===== src/sv/est_pkg.sv =====
// Shared types and constants for the escape string translator.
`default_nettype none

package est_pkg;

    // Width of the output byte counter and of the output limit register
    localparam int LIMIT_BITS_DEF = 29;

    // Reset value of the output limit, truncated to the counter width where it is used
    localparam logic [31:0] OUT_LIMIT_RESET = 32'd256;

    // Configuration register indexes
    localparam int CFG_ADDR_W = 2;
    typedef enum logic [CFG_ADDR_W-1:0] {
        CFG_COPY_QUOTES  = 2'd0,
        CFG_IGNORE_CTRL  = 2'd1,
        CFG_SPACE_TERM   = 2'd2,
        CFG_OUT_LIMIT    = 2'd3
    } cfg_addr_t;

    // Completion status codes
    typedef enum logic [3:0] {
        ST_OK           = 4'd0,
        ST_BUF_FULL     = 4'd1,
        ST_NO_BAR_CHAR  = 4'd2,
        ST_BAD_BAR_CHAR = 4'd3,
        ST_TOPBIT_ANGLE = 4'd4,
        ST_BAD_NAME     = 4'd5,
        ST_NO_CLOSE     = 4'd6,
        ST_OPEN_QUOTE   = 4'd7,
        ST_TOPBIT_END   = 4'd8
    } status_t;

    // Result packing: tdata = {out_count, status, out_byte}, tuser = {var_ref, byte_valid}
    localparam int OUT_BYTE_LSB   = 0;
    localparam int OUT_STATUS_LSB = 8;
    localparam int OUT_COUNT_LSB  = 12;
    localparam int TUSER_VALID    = 0;
    localparam int TUSER_VAR      = 1;

endpackage

`default_nettype wire


===== src/sv/escape_string_translator_top.sv =====
// Escape string translator: one input character in, one result transaction out.
//
//  channel  | dir | handshake        | payload
//  ---------+-----+------------------+------------------------------------------------
//  s_       | in  | s_tvalid/tready  | tdata: ch[7:0]; tuser: start_req
//  m_       | out | m_tvalid/tready  | tdata: out_byte, status, out_count; tuser:
//           |     |                  | byte_valid, var_ref; tlast: done_res
//  cfg_     | in  | cfg_we           | cfg_addr index, cfg_wdata value
//
// One character per cycle sustained while m_tready stays high; each result passes
// through the input register and the translate logic into the result register.
// The base multiply-add in the angle number path sets the longest path.
// aresetn (synchronous) clears the translation state and the configuration registers.
// With m_tready low the result register holds; one more transaction waits in
// the input register, then s_tready drops.
`default_nettype none

module escape_string_translator_top #(
    parameter int LIMIT_BITS = est_pkg::LIMIT_BITS_DEF,
    localparam int M_DATA_W  = ((est_pkg::OUT_COUNT_LSB + LIMIT_BITS + 7) / 8) * 8
) (
    input  wire logic                        aclk,
    input  wire logic                        aresetn,
    // input channel
    input  wire logic                        s_tvalid,
    output logic                             s_tready,
    input  wire logic [7:0]                  s_tdata,   // [7:0] ch
    input  wire logic                        s_tuser,   // [0] start_req
    // result channel
    output logic                             m_tvalid,
    input  wire logic                        m_tready,
    output logic [M_DATA_W-1:0]              m_tdata,   // [7:0] out_byte, [11:8] status,
                                                        // then out_count, zero pad
    output logic [1:0]                       m_tuser,   // [0] byte_valid, [1] var_ref
    output logic                             m_tlast,   // done_res
    // configuration
    input  wire logic                        cfg_we,
    input  wire logic [est_pkg::CFG_ADDR_W-1:0] cfg_addr,
    input  wire logic [LIMIT_BITS-1:0]       cfg_wdata
);

    localparam logic [7:0] CH_NUL   = 8'h00;
    localparam logic [7:0] CH_LF    = 8'h0a;
    localparam logic [7:0] CH_CR    = 8'h0d;
    localparam logic [7:0] CH_SPACE = 8'h20;
    localparam logic [7:0] CH_BANG  = 8'h21;
    localparam logic [7:0] CH_QUOTE = 8'h22;
    localparam logic [7:0] CH_AMP   = 8'h26;
    localparam logic [7:0] CH_APOS  = 8'h27;
    localparam logic [7:0] CH_LT    = 8'h3c;
    localparam logic [7:0] CH_GT    = 8'h3e;
    localparam logic [7:0] CH_QMARK = 8'h3f;
    localparam logic [7:0] CH_AT    = 8'h40;
    localparam logic [7:0] CH_LBRK  = 8'h5b;
    localparam logic [7:0] CH_BSL   = 8'h5c;
    localparam logic [7:0] CH_RBRK  = 8'h5d;
    localparam logic [7:0] CH_CARET = 8'h5e;
    localparam logic [7:0] CH_UNDER = 8'h5f;
    localparam logic [7:0] CH_LBRC  = 8'h7b;
    localparam logic [7:0] CH_BAR   = 8'h7c;
    localparam logic [7:0] CH_RBRC  = 8'h7d;
    localparam logic [7:0] CH_TILDE = 8'h7e;
    localparam logic [7:0] CH_DEL   = 8'h7f;

    localparam logic [7:0] CTRL_ESC = 8'd27;
    localparam logic [7:0] CTRL_FS  = 8'd28;
    localparam logic [7:0] CTRL_GS  = 8'd29;
    localparam logic [7:0] CTRL_RS  = 8'd30;
    localparam logic [7:0] CTRL_US  = 8'd31;
    localparam logic [7:0] TOP_BIT  = 8'h80;

    localparam logic [5:0]  BASE_DEC = 6'd10;
    localparam logic [5:0]  BASE_HEX = 6'd16;
    localparam logic [31:0] BASE_MAX = 32'd36;

    typedef enum logic [5:0] {
        PH_IDLE  = 6'b000001,
        PH_LEAD  = 6'b000010,
        PH_MAIN  = 6'b000100,
        PH_BAR   = 6'b001000,
        PH_ANGLE = 6'b010000,
        PH_DONE  = 6'b100000
    } phase_t;

    // configuration
    logic                  copy_quotes_reg;
    logic                  ignore_ctrl_reg;
    logic                  space_term_reg;
    logic [LIMIT_BITS-1:0] out_limit_reg;

    // input stage
    logic       s1_valid_reg;
    logic [7:0] ch_reg;
    logic       start_reg;

    // translation state
    phase_t                phase_reg, phase_next;
    logic                  inq_reg, inq_next;
    logic                  tbp_reg, tbp_next;
    logic [31:0]           av_reg, av_next;
    logic [5:0]            ab_reg, ab_next;
    logic                  an_reg, an_next;
    logic                  af_reg, af_next;
    logic [LIMIT_BITS-1:0] bw_reg, bw_next;

    // result register
    logic                  m_tvalid_reg;
    logic [M_DATA_W-1:0]   m_tdata_reg;
    logic [1:0]            m_tuser_reg;
    logic                  m_tlast_reg;

    // translate logic
    logic                  r_valid, r_var, r_done;
    logic [7:0]            r_byte;
    est_pkg::status_t      r_status;
    logic                  do_emit, do_finish, main_go;
    logic [7:0]            emit_val, bar_val;
    est_pkg::status_t      fin_status;
    logic                  term, at_limit;
    logic                  is_upper, is_lower, is_digit;
    logic [5:0]            dig_raw, base_eff;
    logic                  dig_ok;

    logic out_free, advance;

    assign out_free = !m_tvalid_reg || m_tready;
    assign advance  = s1_valid_reg && out_free;
    assign s_tready = !s1_valid_reg || out_free;

    assign m_tvalid = m_tvalid_reg;
    assign m_tdata  = m_tdata_reg;
    assign m_tuser  = m_tuser_reg;
    assign m_tlast  = m_tlast_reg;

    // character classes
    always_comb begin
        is_upper = (ch_reg >= 8'h41) && (ch_reg <= 8'h5a);
        is_lower = (ch_reg >= 8'h61) && (ch_reg <= 8'h7a);
        is_digit = (ch_reg >= 8'h30) && (ch_reg <= 8'h39);
        if (is_digit) begin
            dig_raw = 6'(ch_reg - 8'h30);
        end else if (is_upper) begin
            dig_raw = 6'(ch_reg - 8'h41 + 8'd10);
        end else begin
            dig_raw = 6'(ch_reg - 8'h61 + 8'd10);
        end
    end

    always_comb begin
        phase_next = phase_reg;
        inq_next   = inq_reg;
        tbp_next   = tbp_reg;
        av_next    = av_reg;
        ab_next    = ab_reg;
        an_next    = an_reg;
        af_next    = af_reg;
        bw_next    = bw_reg;
        r_valid    = 1'b0;
        r_byte     = '0;
        r_var      = 1'b0;
        r_done     = 1'b0;
        r_status   = est_pkg::ST_OK;
        do_emit    = 1'b0;
        do_finish  = 1'b0;
        main_go    = 1'b0;
        emit_val   = '0;
        bar_val    = '0;
        fin_status = est_pkg::ST_OK;

        if (start_reg) begin
            phase_next = PH_LEAD;
            inq_next   = 1'b0;
            tbp_next   = 1'b0;
            av_next    = '0;
            ab_next    = '0;
            an_next    = 1'b1;
            af_next    = 1'b1;
            bw_next    = '0;
        end

        term = (ch_reg == CH_NUL) || (ch_reg == CH_CR) || (ch_reg == CH_LF) ||
               (space_term_reg && !inq_next && (ch_reg == CH_SPACE));
        at_limit = bw_next >= out_limit_reg;
        base_eff = (ab_next == '0) ? BASE_DEC : ab_next;
        dig_ok   = (is_digit || is_upper || is_lower) && (dig_raw < base_eff);

        unique case (phase_next)
            PH_LEAD: begin
                if (ch_reg != CH_SPACE) begin
                    phase_next = PH_MAIN;
                    if (ch_reg == CH_QUOTE && !copy_quotes_reg) begin
                        inq_next = 1'b1;
                        if (at_limit) begin
                            do_finish  = 1'b1;
                            fin_status = est_pkg::ST_OPEN_QUOTE;
                        end
                    end else begin
                        main_go = 1'b1;
                    end
                end
            end
            PH_MAIN: begin
                main_go = 1'b1;
            end
            PH_BAR: begin
                if (term) begin
                    do_finish  = 1'b1;
                    fin_status = est_pkg::ST_NO_BAR_CHAR;
                end else if (is_upper || is_lower) begin
                    do_emit  = 1'b1;
                    emit_val = {3'b000, ch_reg[4:0]};
                end else begin
                    do_emit = 1'b1;
                    unique case (ch_reg)
                        CH_AT:              bar_val = '0;
                        CH_LBRK, CH_LBRC:   bar_val = CTRL_ESC;
                        CH_BSL:             bar_val = CTRL_FS;
                        CH_RBRK, CH_RBRC:   bar_val = CTRL_GS;
                        CH_CARET, CH_TILDE: bar_val = CTRL_RS;
                        CH_UNDER, CH_APOS:  bar_val = CTRL_US;
                        CH_QUOTE, CH_BAR, CH_LT: bar_val = ch_reg;
                        CH_QMARK:           bar_val = CH_DEL;
                        CH_BANG: begin
                            do_emit    = 1'b0;
                            tbp_next   = 1'b1;
                            phase_next = PH_MAIN;
                        end
                        default: begin
                            do_emit    = 1'b0;
                            do_finish  = 1'b1;
                            fin_status = est_pkg::ST_BAD_BAR_CHAR;
                        end
                    endcase
                    emit_val = bar_val;
                end
            end
            PH_ANGLE: begin
                af_next = 1'b0;
                if (af_reg && ch_reg == CH_AMP) begin
                    ab_next = BASE_HEX;
                end else if (ch_reg == CH_GT) begin
                    if (an_next) begin
                        do_emit  = 1'b1;
                        emit_val = av_next[7:0];
                    end else begin
                        r_var      = 1'b1;
                        phase_next = PH_MAIN;
                    end
                end else if (term) begin
                    do_finish  = 1'b1;
                    fin_status = est_pkg::ST_NO_CLOSE;
                end else if (ch_reg <= CH_SPACE) begin
                    do_finish  = 1'b1;
                    fin_status = est_pkg::ST_BAD_NAME;
                end else if (ch_reg == CH_UNDER && ab_next == '0 && an_next &&
                             av_next > 32'd1 && av_next <= BASE_MAX) begin
                    ab_next = av_next[5:0];
                    av_next = '0;
                end else if (!dig_ok) begin
                    an_next = 1'b0;
                end else if (an_next) begin
                    av_next = av_next * {26'd0, base_eff} + {26'd0, dig_raw};
                end
            end
            default: ;
        endcase

        if (main_go) begin
            priority if (at_limit) begin
                do_finish  = 1'b1;
                fin_status = inq_next ? est_pkg::ST_OPEN_QUOTE :
                             (tbp_next ? est_pkg::ST_TOPBIT_END : est_pkg::ST_BUF_FULL);
            end else if (term) begin
                do_finish  = 1'b1;
                fin_status = inq_next ? est_pkg::ST_OPEN_QUOTE :
                             (tbp_next ? est_pkg::ST_TOPBIT_END : est_pkg::ST_OK);
            end else if (inq_next && ch_reg == CH_QUOTE) begin
                do_finish  = 1'b1;
                fin_status = tbp_next ? est_pkg::ST_TOPBIT_END : est_pkg::ST_OK;
            end else if (ch_reg == CH_BAR && !ignore_ctrl_reg) begin
                phase_next = PH_BAR;
            end else if (ch_reg == CH_LT) begin
                if (tbp_next) begin
                    do_finish  = 1'b1;
                    fin_status = est_pkg::ST_TOPBIT_ANGLE;
                end else begin
                    phase_next = PH_ANGLE;
                    av_next    = '0;
                    ab_next    = '0;
                    an_next    = 1'b1;
                    af_next    = 1'b1;
                end
            end else begin
                do_emit  = 1'b1;
                emit_val = ch_reg;
            end
        end

        if (do_emit) begin
            r_valid    = 1'b1;
            r_byte     = tbp_next ? (emit_val | TOP_BIT) : emit_val;
            tbp_next   = 1'b0;
            bw_next    = bw_next + LIMIT_BITS'(1);
            phase_next = PH_MAIN;
            if (bw_next >= out_limit_reg) begin
                do_finish  = 1'b1;
                fin_status = inq_next ? est_pkg::ST_OPEN_QUOTE : est_pkg::ST_BUF_FULL;
            end
        end

        if (do_finish) begin
            r_done     = 1'b1;
            r_status   = fin_status;
            phase_next = PH_DONE;
        end
    end

    // configuration writes
    always_ff @(posedge aclk) begin
        if (!aresetn) begin
            copy_quotes_reg <= 1'b0;
            ignore_ctrl_reg <= 1'b0;
            space_term_reg  <= 1'b0;
            out_limit_reg   <= LIMIT_BITS'(est_pkg::OUT_LIMIT_RESET);
        end else if (cfg_we) begin
            unique case (est_pkg::cfg_addr_t'(cfg_addr))
                est_pkg::CFG_COPY_QUOTES: copy_quotes_reg <= cfg_wdata[0];
                est_pkg::CFG_IGNORE_CTRL: ignore_ctrl_reg <= cfg_wdata[0];
                est_pkg::CFG_SPACE_TERM:  space_term_reg  <= cfg_wdata[0];
                est_pkg::CFG_OUT_LIMIT:   out_limit_reg   <= cfg_wdata;
                default: ;
            endcase
        end
    end

    // input register and control
    always_ff @(posedge aclk) begin
        if (!aresetn) begin
            s1_valid_reg <= 1'b0;
            m_tvalid_reg <= 1'b0;
            phase_reg    <= PH_IDLE;
            inq_reg      <= 1'b0;
            tbp_reg      <= 1'b0;
            av_reg       <= '0;
            ab_reg       <= '0;
            an_reg       <= 1'b1;
            af_reg       <= 1'b1;
            bw_reg       <= '0;
        end else begin
            if (s_tready) begin
                s1_valid_reg <= s_tvalid;
            end
            if (out_free) begin
                m_tvalid_reg <= s1_valid_reg;
            end
            if (advance) begin
                phase_reg <= phase_next;
                inq_reg   <= inq_next;
                tbp_reg   <= tbp_next;
                av_reg    <= av_next;
                ab_reg    <= ab_next;
                an_reg    <= an_next;
                af_reg    <= af_next;
                bw_reg    <= bw_next;
            end
        end
    end

    // payload registers
    always_ff @(posedge aclk) begin
        if (s_tready && s_tvalid) begin
            ch_reg    <= s_tdata;
            start_reg <= s_tuser;
        end
        if (advance) begin
            m_tdata_reg <= M_DATA_W'({bw_next, r_status, r_byte});
            m_tuser_reg <= {r_var, r_valid};
            m_tlast_reg <= r_done;
        end
    end

endmodule

`default_nettype wire


===== config.mk =====
export PLATFORM = sky130hd
export DESIGN_NAME = escape_string_translator_top
export DESIGN_NICKNAME = d
export VERILOG_FILES = /design/src/sv/est_pkg.sv /design/src/sv/escape_string_translator_top.sv
export SDC_FILE = /design/constraint.sdc
export NUM_CORES = 1
export LEC_CHECK = 0
export BUFFER_PORTS_ARGS = -buffer_cell sky130_fd_sc_hd__buf_2
export CAP_MARGIN = 25
export CORE_MARGIN = 5
export CORE_UTILIZATION = 44
export CTS_BUF_LIST = sky130_fd_sc_hd__clkbuf_4
export CTS_CLUSTER_SIZE = 30
export DETAILED_ROUTE_END_ITERATION = 12
export GPL_TIMING_DRIVEN = 0
export PLACE_DENSITY_LB_ADDON = 0.08
export REMOVE_ABC_BUFFERS = 1
export SYNTH_ARGS = -nofsm -noshare
export SYNTH_HDL_FRONTEND = slang
export SYNTH_SLANG_ARGS = --single-unit

===== constraint.sdc =====
create_clock -name aclk -period 19.1 [get_ports aclk]
set_input_delay 3.82 -clock aclk [delete_from_list [all_inputs] [get_ports aclk]]
set_output_delay 3.82 -clock aclk [all_outputs]
set_load 0.02 [all_outputs]

==> results.sh, run 1 <==
export IMPL_gp_congestion=0.849
export IMPL_critPathRequiredTime_ns=15.28
export IMPL_grt_pass1_vias=12800
export IMPL_antenna_left=0
export IMPL_clock_latency_ns=0.67
export IMPL_postSynthAreaPerCell_sq_um=9.03
export IMPL_peakVddDrop_v=0.0000543
export IMPL_hold_ws_ns=0.465
export IMPL_cts_tree="built"
export IMPL_placedInstanceArea_sq_um=16700
export IMPL_r2r_slack_ns=11.02
export IMPL_worstHoldStart="out_limit_reg[2]"
export IMPL_synthTopCellsByCount="nand2_1 (179), ha_1 (138), and2_1 (129)"
export IMPL_viasPerCell=5.62
export IMPL_portBuffers=90
export IMPL_ys_flop_type="dfxtp_1"
export IMPL_p_int_mw=0.534
export IMPL_min_period_ns=8.26
export IMPL_fin_crit_sh=0.432
export IMPL_clock_sinks=164
export IMPL_fin_nets=2078
export IMPL_cts_setup_buffers=0
export IMPL_skew_ns=0.0302
export IMPL_endpoint_kind="output port"
export IMPL_syn_inst=1746
export IMPL_min_to="out_limit_reg[2]"
export IMPL_largest_reg_flops=41
export IMPL_finalWirelength_microns=42300
export IMPL_hold_path_class="flop to flop"
export IMPL_p_total_mw=0.786
export IMPL_antenna_found_initial=2
export IMPL_dieHeight_microns=199
export IMPL_clockPowerShare=0.327
export IMPL_yosysTopAreaCellShare=0.142
export IMPL_seq_area_frac_synth=0.242
export IMPL_start_util=0.445
export IMPL_grt_max_degree=45
export IMPL_maxCapViolCount=0
export IMPL_grt_pass1_wl_microns=68800
export IMPL_numCtsBuffers=17
export IMPL_synthArstFlopShare=0
export IMPL_worst_pin_slew_ns=1.14
export IMPL_cts_hold_buf=0
export IMPL_area_delta_synth_final_pct=8.15
export IMPL_yosysMostFrequentCell="nand2_1"
export IMPL_synth_area_leaders="fa_1 (14%), dfxtp_1 (14%), ha_1 (11%), edfxtp_1 (10%), and2_1 (5.1%)"
export IMPL_ctsResizeCount=0
export IMPL_status="completed"
export IMPL_critPathMaxFanout=4
export IMPL_hpwlAfterDp_microns=32300
export IMPL_hold_viol=0
export IMPL_drt_iter0_markers=702
export IMPL_crit_path_start_kind="input port"
export IMPL_h_tree_depth=4
export IMPL_post_drt_wl_per_cell_microns=18.7
export IMPL_synth_top_area_cell="fa_1"
export IMPL_rsz0062_at_grt="no"
export IMPL_power_density_nw_per_um2=46.1
export IMPL_finalSetupViolations=0
export IMPL_yosysWarnings=0
export IMPL_fillCellCount=3399
export IMPL_finalSetupTns_ns=0
export IMPL_p_sw_mw=0.252
export IMPL_synth_edff_count=53
export IMPL_whs_path_depth=2
export IMPL_clk_pin_slew_ns=0.15
export IMPL_netSwitchingFraction=0.320
export IMPL_r2r_start="ab_reg[3]"
export IMPL_ys_seq_elements=164
export IMPL_coreArea_sq_um=35500
export IMPL_row_count=69
export IMPL_drc=0
export IMPL_combinationalPowerShare=0.182
export IMPL_r2r_end="av_reg[30]"
export IMPL_stdcell_area_sq_um=17100
export IMPL_track_usage=0.216
export IMPL_drt_pass1_iterations=5
export IMPL_syn_area_sq_um=15800
export IMPL_fmax_ghz=0.121
export IMPL_p_leak_nw=7.61
export IMPL_drive_gt1_frac=0.124
export IMPL_cts_buffer_depth=2
export IMPL_io_pins=98
export IMPL_die_x_microns=199
export IMPL_cts_root_buf="clkbuf_4"
export IMPL_reg2reg_depth=21
export IMPL_maxSlewViolCount=0
export IMPL_crit_arrival_ns=4.44
export IMPL_die_area_sq_um=39700
export IMPL_overflow=0
export IMPL_ys_types=100
export IMPL_path_class="input port to output port"
export IMPL_p_seq_frac=0.491
export IMPL_max_slew_margin=0.220
export IMPL_vias=12700
-- cell type report --
class | instances | area, sq um | share of cell area
Clock buffer | 17 | 128 | 0.00748
Clock inverter | 15 | 216 | 0.0127
Tap cell | 461 | 577 | 0.0338
Antenna cell | 5 | 12.5 | 0.000734
Inverter | 93 | 350 | 0.0205
Sequential cell | 164 | 3810 | 0.224
Timing Repair Buffer | 105 | 742 | 0.0435
Multi-Input combinational cell | 1402 | 11200 | 0.658
-- metal layers --
metal / part of all wire / wire length [microns] / track usage / up-vias
met5: 0 / 0 / 0 / -
met4: 0.018 / 778 / 0.0546 / 0
met3: 0.042 / 1800 / 0.0352 / 47
met2: 0.47 / 20000 / 0.354 / 262
met1: 0.47 / 19800 / 0.299 / 6219
li1: - / - / - / 6180
-- power by group through the flow --
stage                     Clock, mW  Sequential, mW  Combinational (mW)
after global placement            0           0.396               0.135
after detailed placement          0           0.394               0.144
after floorplan                   0           0.398              0.0861
after CTS                     0.265           0.386               0.144
after global routing          0.280           0.388               0.158
final                         0.257           0.386               0.143
-- metrics by stage --
stage / instances / setup slack, ns / utilization
final: 2262 / 10.84 / 0.481
after global routing: 2262 / 10.76 / 0.481
after CTS: 2257 / 10.84 / 0.480
after detailed placement: 2225 / 10.84 / 0.471
after global placement: 2210 / 7.96 / 0.462
after floorplan: 1659 / 10.89 / -
-- critical path, stage by stage --
cell	delay, ns
buf_2	0.10
nor2b_1	0.21
nand2_1	0.13
buf_2	0.18
-- placed cells by master (no fill, tap or decap), drive strengths merged, types with 8 or more instances in the layout --
master | Yosys | routed
nand2 | 180 | 180
ha | 138 | 138
and2 | 129 | 129
nor2 | 120 | 120
fa | 112 | 112
dfxtp | 111 | 111
a21oi | 107 | 107
buf | 31 | 105
inv | 91 | 98
o21ai | 68 | 68
edfxtp | 53 | 53
xnor2 | 49 | 49
nor2b | 49 | 49
and3 | 41 | 41
nor3 | 35 | 35
xor2 | 33 | 33
nand3 | 31 | 31
a21o | 28 | 28
nand4 | 23 | 23
o2bb2ai | 23 | 23
clkbuf | 62 | 17
a31oi | 15 | 15
a211oi | 14 | 14
nand2b | 12 | 12
mux2 | 12 | 12
a22o | 11 | 11
nor4 | 11 | 11
o21ba | 10 | 10
mux2i | 9 | 9
and4 | 9 | 9
o21a | 8 | 8
nor3b | 8 | 8
-- cell families (layout without fill, tap and decap cells) --
group           Yosys count  count (layout)  synth area share
compound gates          359             359             0.164
xor+xnor                 82              82            0.0455
fa+ha+maj               250             250             0.252
buf+inv                 186             230            0.0498
flops                   164             164             0.242
mux                      21              21            0.0164
other cells               1              12          0.000238
simple gates            683             683             0.231
-- how the worst max path moves through the flow --
stage | startpoint | to | slack (ns)
global placement | m_tready | av_reg[2] | 7.96
floorplan | m_tready | av_reg[2] | 10.89
CTS | m_tready | s_tready | 10.84
detailed placement | m_tready | s_tready | 10.84
finish | m_tready | s_tready | 10.84
global route | m_tready | s_tready | 10.76
Note: power is estimated with default switching activity, not from simulation.
==> inputs of run 2 (changes only) <==
--- a/config.mk
+++ b/config.mk
@@ -5,6 +5,7 @@
 export SDC_FILE = /design/constraint.sdc
 export NUM_CORES = 1
 export LEC_CHECK = 0
+export ABC_AREA = 1
 export BUFFER_PORTS_ARGS = -buffer_cell sky130_fd_sc_hd__buf_2
 export CAP_MARGIN = 25
 export CORE_MARGIN = 5
==> constraint.sdc (replaced) <==
create_clock -name aclk -period 7.8 [get_ports aclk]
set_input_delay 1.56 -clock aclk [delete_from_list [all_inputs] [get_ports aclk]]
set_output_delay 1.56 -clock aclk [all_outputs]
set_load 0.02 [all_outputs]
==> run 2 against run 1 <==
Compared with the run above: critical path type is now flop to flop; die area up 11%; flip-flop and latch count unchanged; sequential share of layout area down 2.1 points; clock-buffer cell count up 4.
==> results.sh, run 2 <==
export IMPL_clock_latency_ns=0.62
export IMPL_antenna_left=0
export IMPL_grt_pass1_vias=16500
export IMPL_final_common_cell="nand2_1"
export IMPL_max_stage_delay_ns=0.61
export IMPL_ys_flop_type="dfxtp_1"
export IMPL_critPathMaxFanout=39
export IMPL_overflow=0
export IMPL_cts_tree="built"
export IMPL_ys_seq_elements=164
export IMPL_worst_pin_slew_ns=0.915
export IMPL_portBuffers=90
export IMPL_top_layer_used="met4"
export IMPL_synth_top_area_cell="fa_1"
export IMPL_peakVddDrop_v=0.0000674
export IMPL_synth_area_leaders="fa_1 (13%), dfxtp_1 (13%), nand2_1 (12%), ha_1 (9.8%), edfxtp_1 (9.0%)"
export IMPL_viasPerCell=5.38
export IMPL_stdcell_area_sq_um=18900
export IMPL_synthTopCellsByCount="nand2_1 (556), inv_1 (364), nor2_1 (310)"
export IMPL_critPathRequiredTime_ns=8.36
export IMPL_status="completed"
export IMPL_final_cell_mix="nand2_1 (555), inv_1 (362), nor2_1 (310)"
export IMPL_p_leak_nw=9.30
export IMPL_power_density_nw_per_um2=101
export IMPL_track_usage=0.250
export IMPL_yosysWarnings=0
export IMPL_post_drt_wl_per_cell_microns=17.8
export IMPL_ctsResizeCount=0
export IMPL_fin_nets=2864
export IMPL_drive_gt1_frac=0.0995
export IMPL_fin_crit_sh=0.898
export IMPL_crit_path_start_kind="flop"
export IMPL_max_slew_margin=0.389
export IMPL_syn_inst=2521
export IMPL_dieHeight_microns=210
export IMPL_fin_util=0.476
export IMPL_syn_area_sq_um=17600
export IMPL_dr_wl_met3_microns=3780
export IMPL_yosysTopAreaCellShare=0.127
export IMPL_placedInstanceArea_sq_um=18500
export IMPL_die_x_microns=210
export IMPL_io_pins=98
export IMPL_finalSetupViolations=0
export IMPL_hold_viol=0
export IMPL_min_period_ns=7.00
export IMPL_yosysMostFrequentCell="nand2_1"
export IMPL_coreArea_sq_um=39600
export IMPL_crit_arrival_ns=7.56
export IMPL_die_area_sq_um=44100
export IMPL_seq_area_frac_synth=0.217
export IMPL_ys_types=58
export IMPL_drt_iter0_markers=1237
export IMPL_synth_edff_count=53
export IMPL_dr_wl_met2_microns=25500
export IMPL_clock_sinks=164
export IMPL_path_class="flop to flop"
export IMPL_numCtsBuffers=17
export IMPL_finalSetupTns_ns=0
export IMPL_hold_ws_ns=0.478
export IMPL_drc=0
export IMPL_synthArstFlopShare=0
export IMPL_hpwlAfterDp_microns=44000
export IMPL_skew_ns=0.0208
export IMPL_drt_pass1_iterations=6
export IMPL_h_tree_depth=4
export IMPL_cts_root_buf="clkbuf_4"
export IMPL_antenna_found_initial=2
export IMPL_gp_congestion=0.936
export IMPL_endpoint_kind="flop"
export IMPL_finalWirelength_microns=55200
export IMPL_start_util=0.444
export IMPL_maxCapViolCount=0
export IMPL_grt_max_degree=68
export IMPL_grt_pass1_wl_microns=88500
export IMPL_clk_pin_slew_ns=0.15
export IMPL_row_count=73
export IMPL_fmax_ghz=0.143
export IMPL_area_delta_synth_final_pct=7.15
export IMPL_maxSlewViolCount=0
export IMPL_hold_path_class="flop to flop"
export IMPL_cts_buffer_depth=2
export IMPL_largest_reg_flops=41
export IMPL_wl_met1_microns=24500
export IMPL_postSynthAreaPerCell_sq_um=6.98
export IMPL_crit_slowest_cell="inv_2"
export IMPL_rsz0062_at_grt="no"
export IMPL_cpMostUsedCell="nand2_1"
export IMPL_vias=16700
## run 2: cell types whose count changed after synthesis, sizes merged, moves of 37 or more
cell / before / now
nand3: 31 / 138
nor2: 120 / 351
and2: 129 / 0
nor2b: 49 / 0
and3: 41 / 4
o21ai: 68 / 176
inv: 91 / 380
a21oi: 107 / 202
nand2: 180 / 572
xnor2: 49 / 6
## run 2: layer usage
| metal | vias to the layer above | GRT usage |
|---|---|---|
| met5 | - | 0 |
| met4 | 0 | 0.0806 |
| met3 | 77 | 0.0426 |
| met2 | 567 | 0.410 |
| met1 | 7846 | 0.338 |
| li1 | 8228 | - |
## run 2: logic make-up (layout without fill, tap and decap cells)
family,after synthesis,after routing,synth area share
AND/OR/NAND/NOR,1170,1170,0.293
other,1,9,0.000213
buffers and inverters,465,520,0.110
XOR/XNOR,34,34,0.0173
AO/OA/AOI/OAI,437,437,0.137
flip-flops,164,164,0.217
adder cells (fa/ha/maj),250,250,0.225
## run 2: final cells by class
cell class | count | area, sq um
fillers | 4131 | 20800
repair buffers | 105 | 793
flip-flops and latches | 164 | 3810
well taps | 525 | 657
diodes | 2 | 5.00
inverters | 383 | 1440
clock buffers | 21 | 158
clock inverters | 11 | 103
multi-input cells | 1898 | 11900
## run 2: timing repair
item / 4_1_cts / 5_1_grt
hold buffers: 0 / 0
endpoints found under the hold margin: 0 / 0
buffers inserted: 0 / 3
setup endpoints to repair: 0 / 1
## run 2: worst max-delay path, delay by kind of cell, from the launching register on
kind	cells	cell delay [ns]
and+or+nand+nor	12	1.44
AOI/OAI and AO/OA	5	1.29
DFF	1	0.44
adders and majority gates	5	2.17
buffers and inverters	6	1.53
## run 2: per-stage QoR
| stage | worst slack [ns] | instances | power (mW) |
|---|---|---|---|
| 2_1_floorplan | 1.08 | 2445 | 1.27 |
| 3_3_place_gp | -2.17 | 3060 | 1.41 |
| 3_5_place_dp | 0.596 | 3071 | 1.43 |
| 4_1_cts | 0.554 | 3103 | 1.93 |
| 5_1_grt | 0.365 | 3109 | 2.03 |
| 6_report | 0.799 | 3109 | 1.91 |
## run 2: worst paths after layout
path             start          to  slack (ns)  depth (start not counted)
max reg2reg  start_reg  av_reg[31]        0.80                         28
max          start_reg  av_reg[31]        0.80                         28
min          av_reg[9]   av_reg[9]        0.48                          2
min reg2reg  av_reg[9]   av_reg[9]        0.48                          2
## run 2: report_power, final
part | switching, mW | total (mW) | leakage [nW] | internal (mW)
logic | 0.322 | 0.468 | 7.75 | 0.146
clock network | 0.330 | 0.503 | 0.137 | 0.173
registers | 0.0204 | 0.943 | 1.41 | 0.923
==> inputs of run 3 (changes only) <==
--- a/config.mk
+++ b/config.mk
@@ -8,13 +8,15 @@
 export ABC_AREA = 1
 export BUFFER_PORTS_ARGS = -buffer_cell sky130_fd_sc_hd__buf_2
 export CAP_MARGIN = 25
+export CORE_ASPECT_RATIO = 0.7
 export CORE_MARGIN = 5
-export CORE_UTILIZATION = 44
+export CORE_UTILIZATION = 35
 export CTS_BUF_LIST = sky130_fd_sc_hd__clkbuf_4
 export CTS_CLUSTER_SIZE = 30
 export DETAILED_ROUTE_END_ITERATION = 12
 export GPL_TIMING_DRIVEN = 0
 export PLACE_DENSITY_LB_ADDON = 0.08
+export RECOVER_POWER = 50
 export REMOVE_ABC_BUFFERS = 1
 export SYNTH_ARGS = -nofsm -noshare
 export SYNTH_HDL_FRONTEND = slang
==> run 3 against run 2 <==
Compared with the run above: the run now ends with max-capacitance violations, max-slew violations left; flip-flop and latch count unchanged; cell count increased by 4.6%; routed wire length increased by 12%; critical path depth unchanged; final area increased by 0.57%; clock-buffer cell count decreased by 2; maximum frequency decreased by 5.5%; combinational power increased by 3%; sequential share of layout area decreased by 0.11 points; clock power increased by 22%; global-route usage decreased by 2.9 points; largest cell class unchanged; largest power group unchanged.
==> results.sh, run 3 (same netlist as run 2, synthesis figures left out) <==
export IMPL_status="finished with violations"
export IMPL_antenna_left=0
export IMPL_power_density_nw_per_um2=107
export IMPL_peakVddDrop_v=0.0000950
export IMPL_die_x_microns=278
export IMPL_cts_buffer_depth=2
export IMPL_final_cell_mix="nand2_1 (556), inv_1 (362), nor2_1 (310)"
export IMPL_cts_hold_buf=0
export IMPL_clock_sinks=164
export IMPL_area_delta_synth_final_pct=7.76
export IMPL_grt_max_degree=74
export IMPL_crit_path_start_kind="flop"
export IMPL_min_period_ns=7.41
export IMPL_numCtsBuffers=17
export IMPL_grt_pass1_vias=15700
export IMPL_finalSetupViolations=0
export IMPL_start_util=0.356
export IMPL_p_sw_mw=0.711
export IMPL_fillCellCount=5370
export IMPL_maxSlewViolCount=216
export IMPL_path_class="flop to flop"
export IMPL_hpwlAfterDp_microns=49300
export IMPL_maxCapViolCount=4
export IMPL_reg2reg_depth=28
export IMPL_grt_pass1_wl_microns=95100
export IMPL_cts_tree="built"
export IMPL_coreArea_sq_um=49500
export IMPL_io_pins=98
export IMPL_clockPowerShare=0.300
export IMPL_path_depth=28
export IMPL_finalSetupTns_ns=0
export IMPL_max_slew_margin=-1.88
export IMPL_drt_iter0_markers=1853
export IMPL_clk_pin_slew_ns=0.14
export IMPL_viasPerCell=5.20
export IMPL_whs_path_depth=2
export IMPL_multiInputGateArea_sq_um=11900
export IMPL_critical_path_top_delay_family="adder cells"
export IMPL_crit_slowest_cell="o21ai_0"
export IMPL_finalWirelength_microns=61900
export IMPL_gp_congestion=0.872
export IMPL_post_drt_wl_per_cell_microns=19.0
export IMPL_hold_path_class="flop to flop"
export IMPL_vias=16900
export IMPL_row_count=68
export IMPL_fmax_ghz=0.135
export IMPL_clock_latency_ns=0.63
export IMPL_die_area_sq_um=55000
export IMPL_fin_nets=2865
export IMPL_failed_checks="max-capacitance violations, max-slew violations"
export IMPL_fin_util=0.383
export IMPL_hold_ws_ns=0.477
export IMPL_drive_gt1_frac=0.0794
export IMPL_p_leak_nw=9.16
export IMPL_dieHeight_microns=198
export IMPL_worst_path_buf_inv=8
export IMPL_p_seq_frac=0.464
export IMPL_endpoint_kind="flop"
export IMPL_track_usage=0.221
export IMPL_final_seq_area_sq_um=3810
export IMPL_drc=0
export IMPL_cpMostUsedCell="nand2_1"
export IMPL_combinationalPowerShare=0.236
export IMPL_worst_pin_slew_ns=4.32
export IMPL_cts_root_buf="clkbuf_4"
export IMPL_portBuffers=90
export IMPL_critPathRequiredTime_ns=8.10
export IMPL_antenna_found_initial=1
export IMPL_rsz0062_at_grt="no"
export IMPL_h_tree_depth=4
export IMPL_fin_crit_sh=0.950
export IMPL_final_common_cell="nand2_1"
export IMPL_crit_arrival_ns=7.71
export IMPL_overflow=0
export IMPL_netSwitchingFraction=0.349
export IMPL_drt_pass1_iterations=6
export IMPL_largest_reg_flops=41
export IMPL_skew_ns=0.0375
export IMPL_max_stage_delay_ns=0.76
export IMPL_p_int_mw=1.33
export IMPL_critPathMaxFanout=39
export IMPL_hold_viol=0
run 3: layer usage:
layer | up-vias | GRT usage | part of all wire
li1 | 8256 | - | -
met1 | 8022 | 0.368 | 0.53
met2 | 601 | 0.287 | 0.38
met3 | 38 | 0.0512 | 0.087
met4 | 0 | 0.0309 | 0.0093
met5 | - | 0 | 0
run 3: metrics by stage:
| step | area [sq um] | worst slack (ns) | instances | power (mW) |
|---|---|---|---|---|
| floorplan | 17100 | 1.08 | 2445 | 1.27 |
| global placement | 18400 | -2.69 | 3200 | 1.43 |
| detailed placement | 18700 | -0.0572 | 3213 | 1.45 |
| CTS | 19100 | 0.0889 | 3245 | 2.06 |
| global route | 19000 | 0.0773 | 3251 | 2.15 |
| finish | 19000 | 0.388 | 3252 | 2.04 |
run 3: layout make-up:
cell class	count	area share
Antenna cell	4	0.000528
Clock buffer	19	0.00752
Clock inverter	13	0.00950
Inverter	383	0.0760
Multi-Input combinational cell	1898	0.627
Sequential cell	164	0.201
Tap cell	665	0.0439
Timing Repair Buffer	106	0.0350
run 3: repair_timing:
action | 4_1_cts | 5_1_grt
setup buffers | 0 | 1
endpoints found under the setup margin | 9 | 23
resized for setup | 1 | 2
gates cloned | 0 | 0
run 3: path summary, 6_finish.rpt:
kind | from | end | slack [ns]
worst max-delay path | start_reg | av_reg[30] | 0.39
worst max register to register | start_reg | av_reg[30] | 0.39
worst min register to register | phase_reg[1] | phase_reg[1] | 0.48
worst min-delay path | phase_reg[1] | phase_reg[1] | 0.48
run 3: power by group through the flow:
| stage | registers (mW) | clock network, mW | logic (mW) |
|---|---|---|---|
| after floorplan | 0.978 | 0 | 0.294 |
| after global placement | 0.972 | 0 | 0.457 |
| after detailed placement | 0.965 | 0 | 0.482 |
| after CTS | 0.947 | 0.630 | 0.485 |
| after global routing | 0.950 | 0.661 | 0.541 |
| final | 0.945 | 0.612 | 0.481 |
run 3: tightest hold or removal path: cells and delay by family, from the launching register on:
kind / cells / cell delay [ns]
flops: 1 / 0.34
simple gates: 1 / 0.06
compound gates: 1 / 0.05
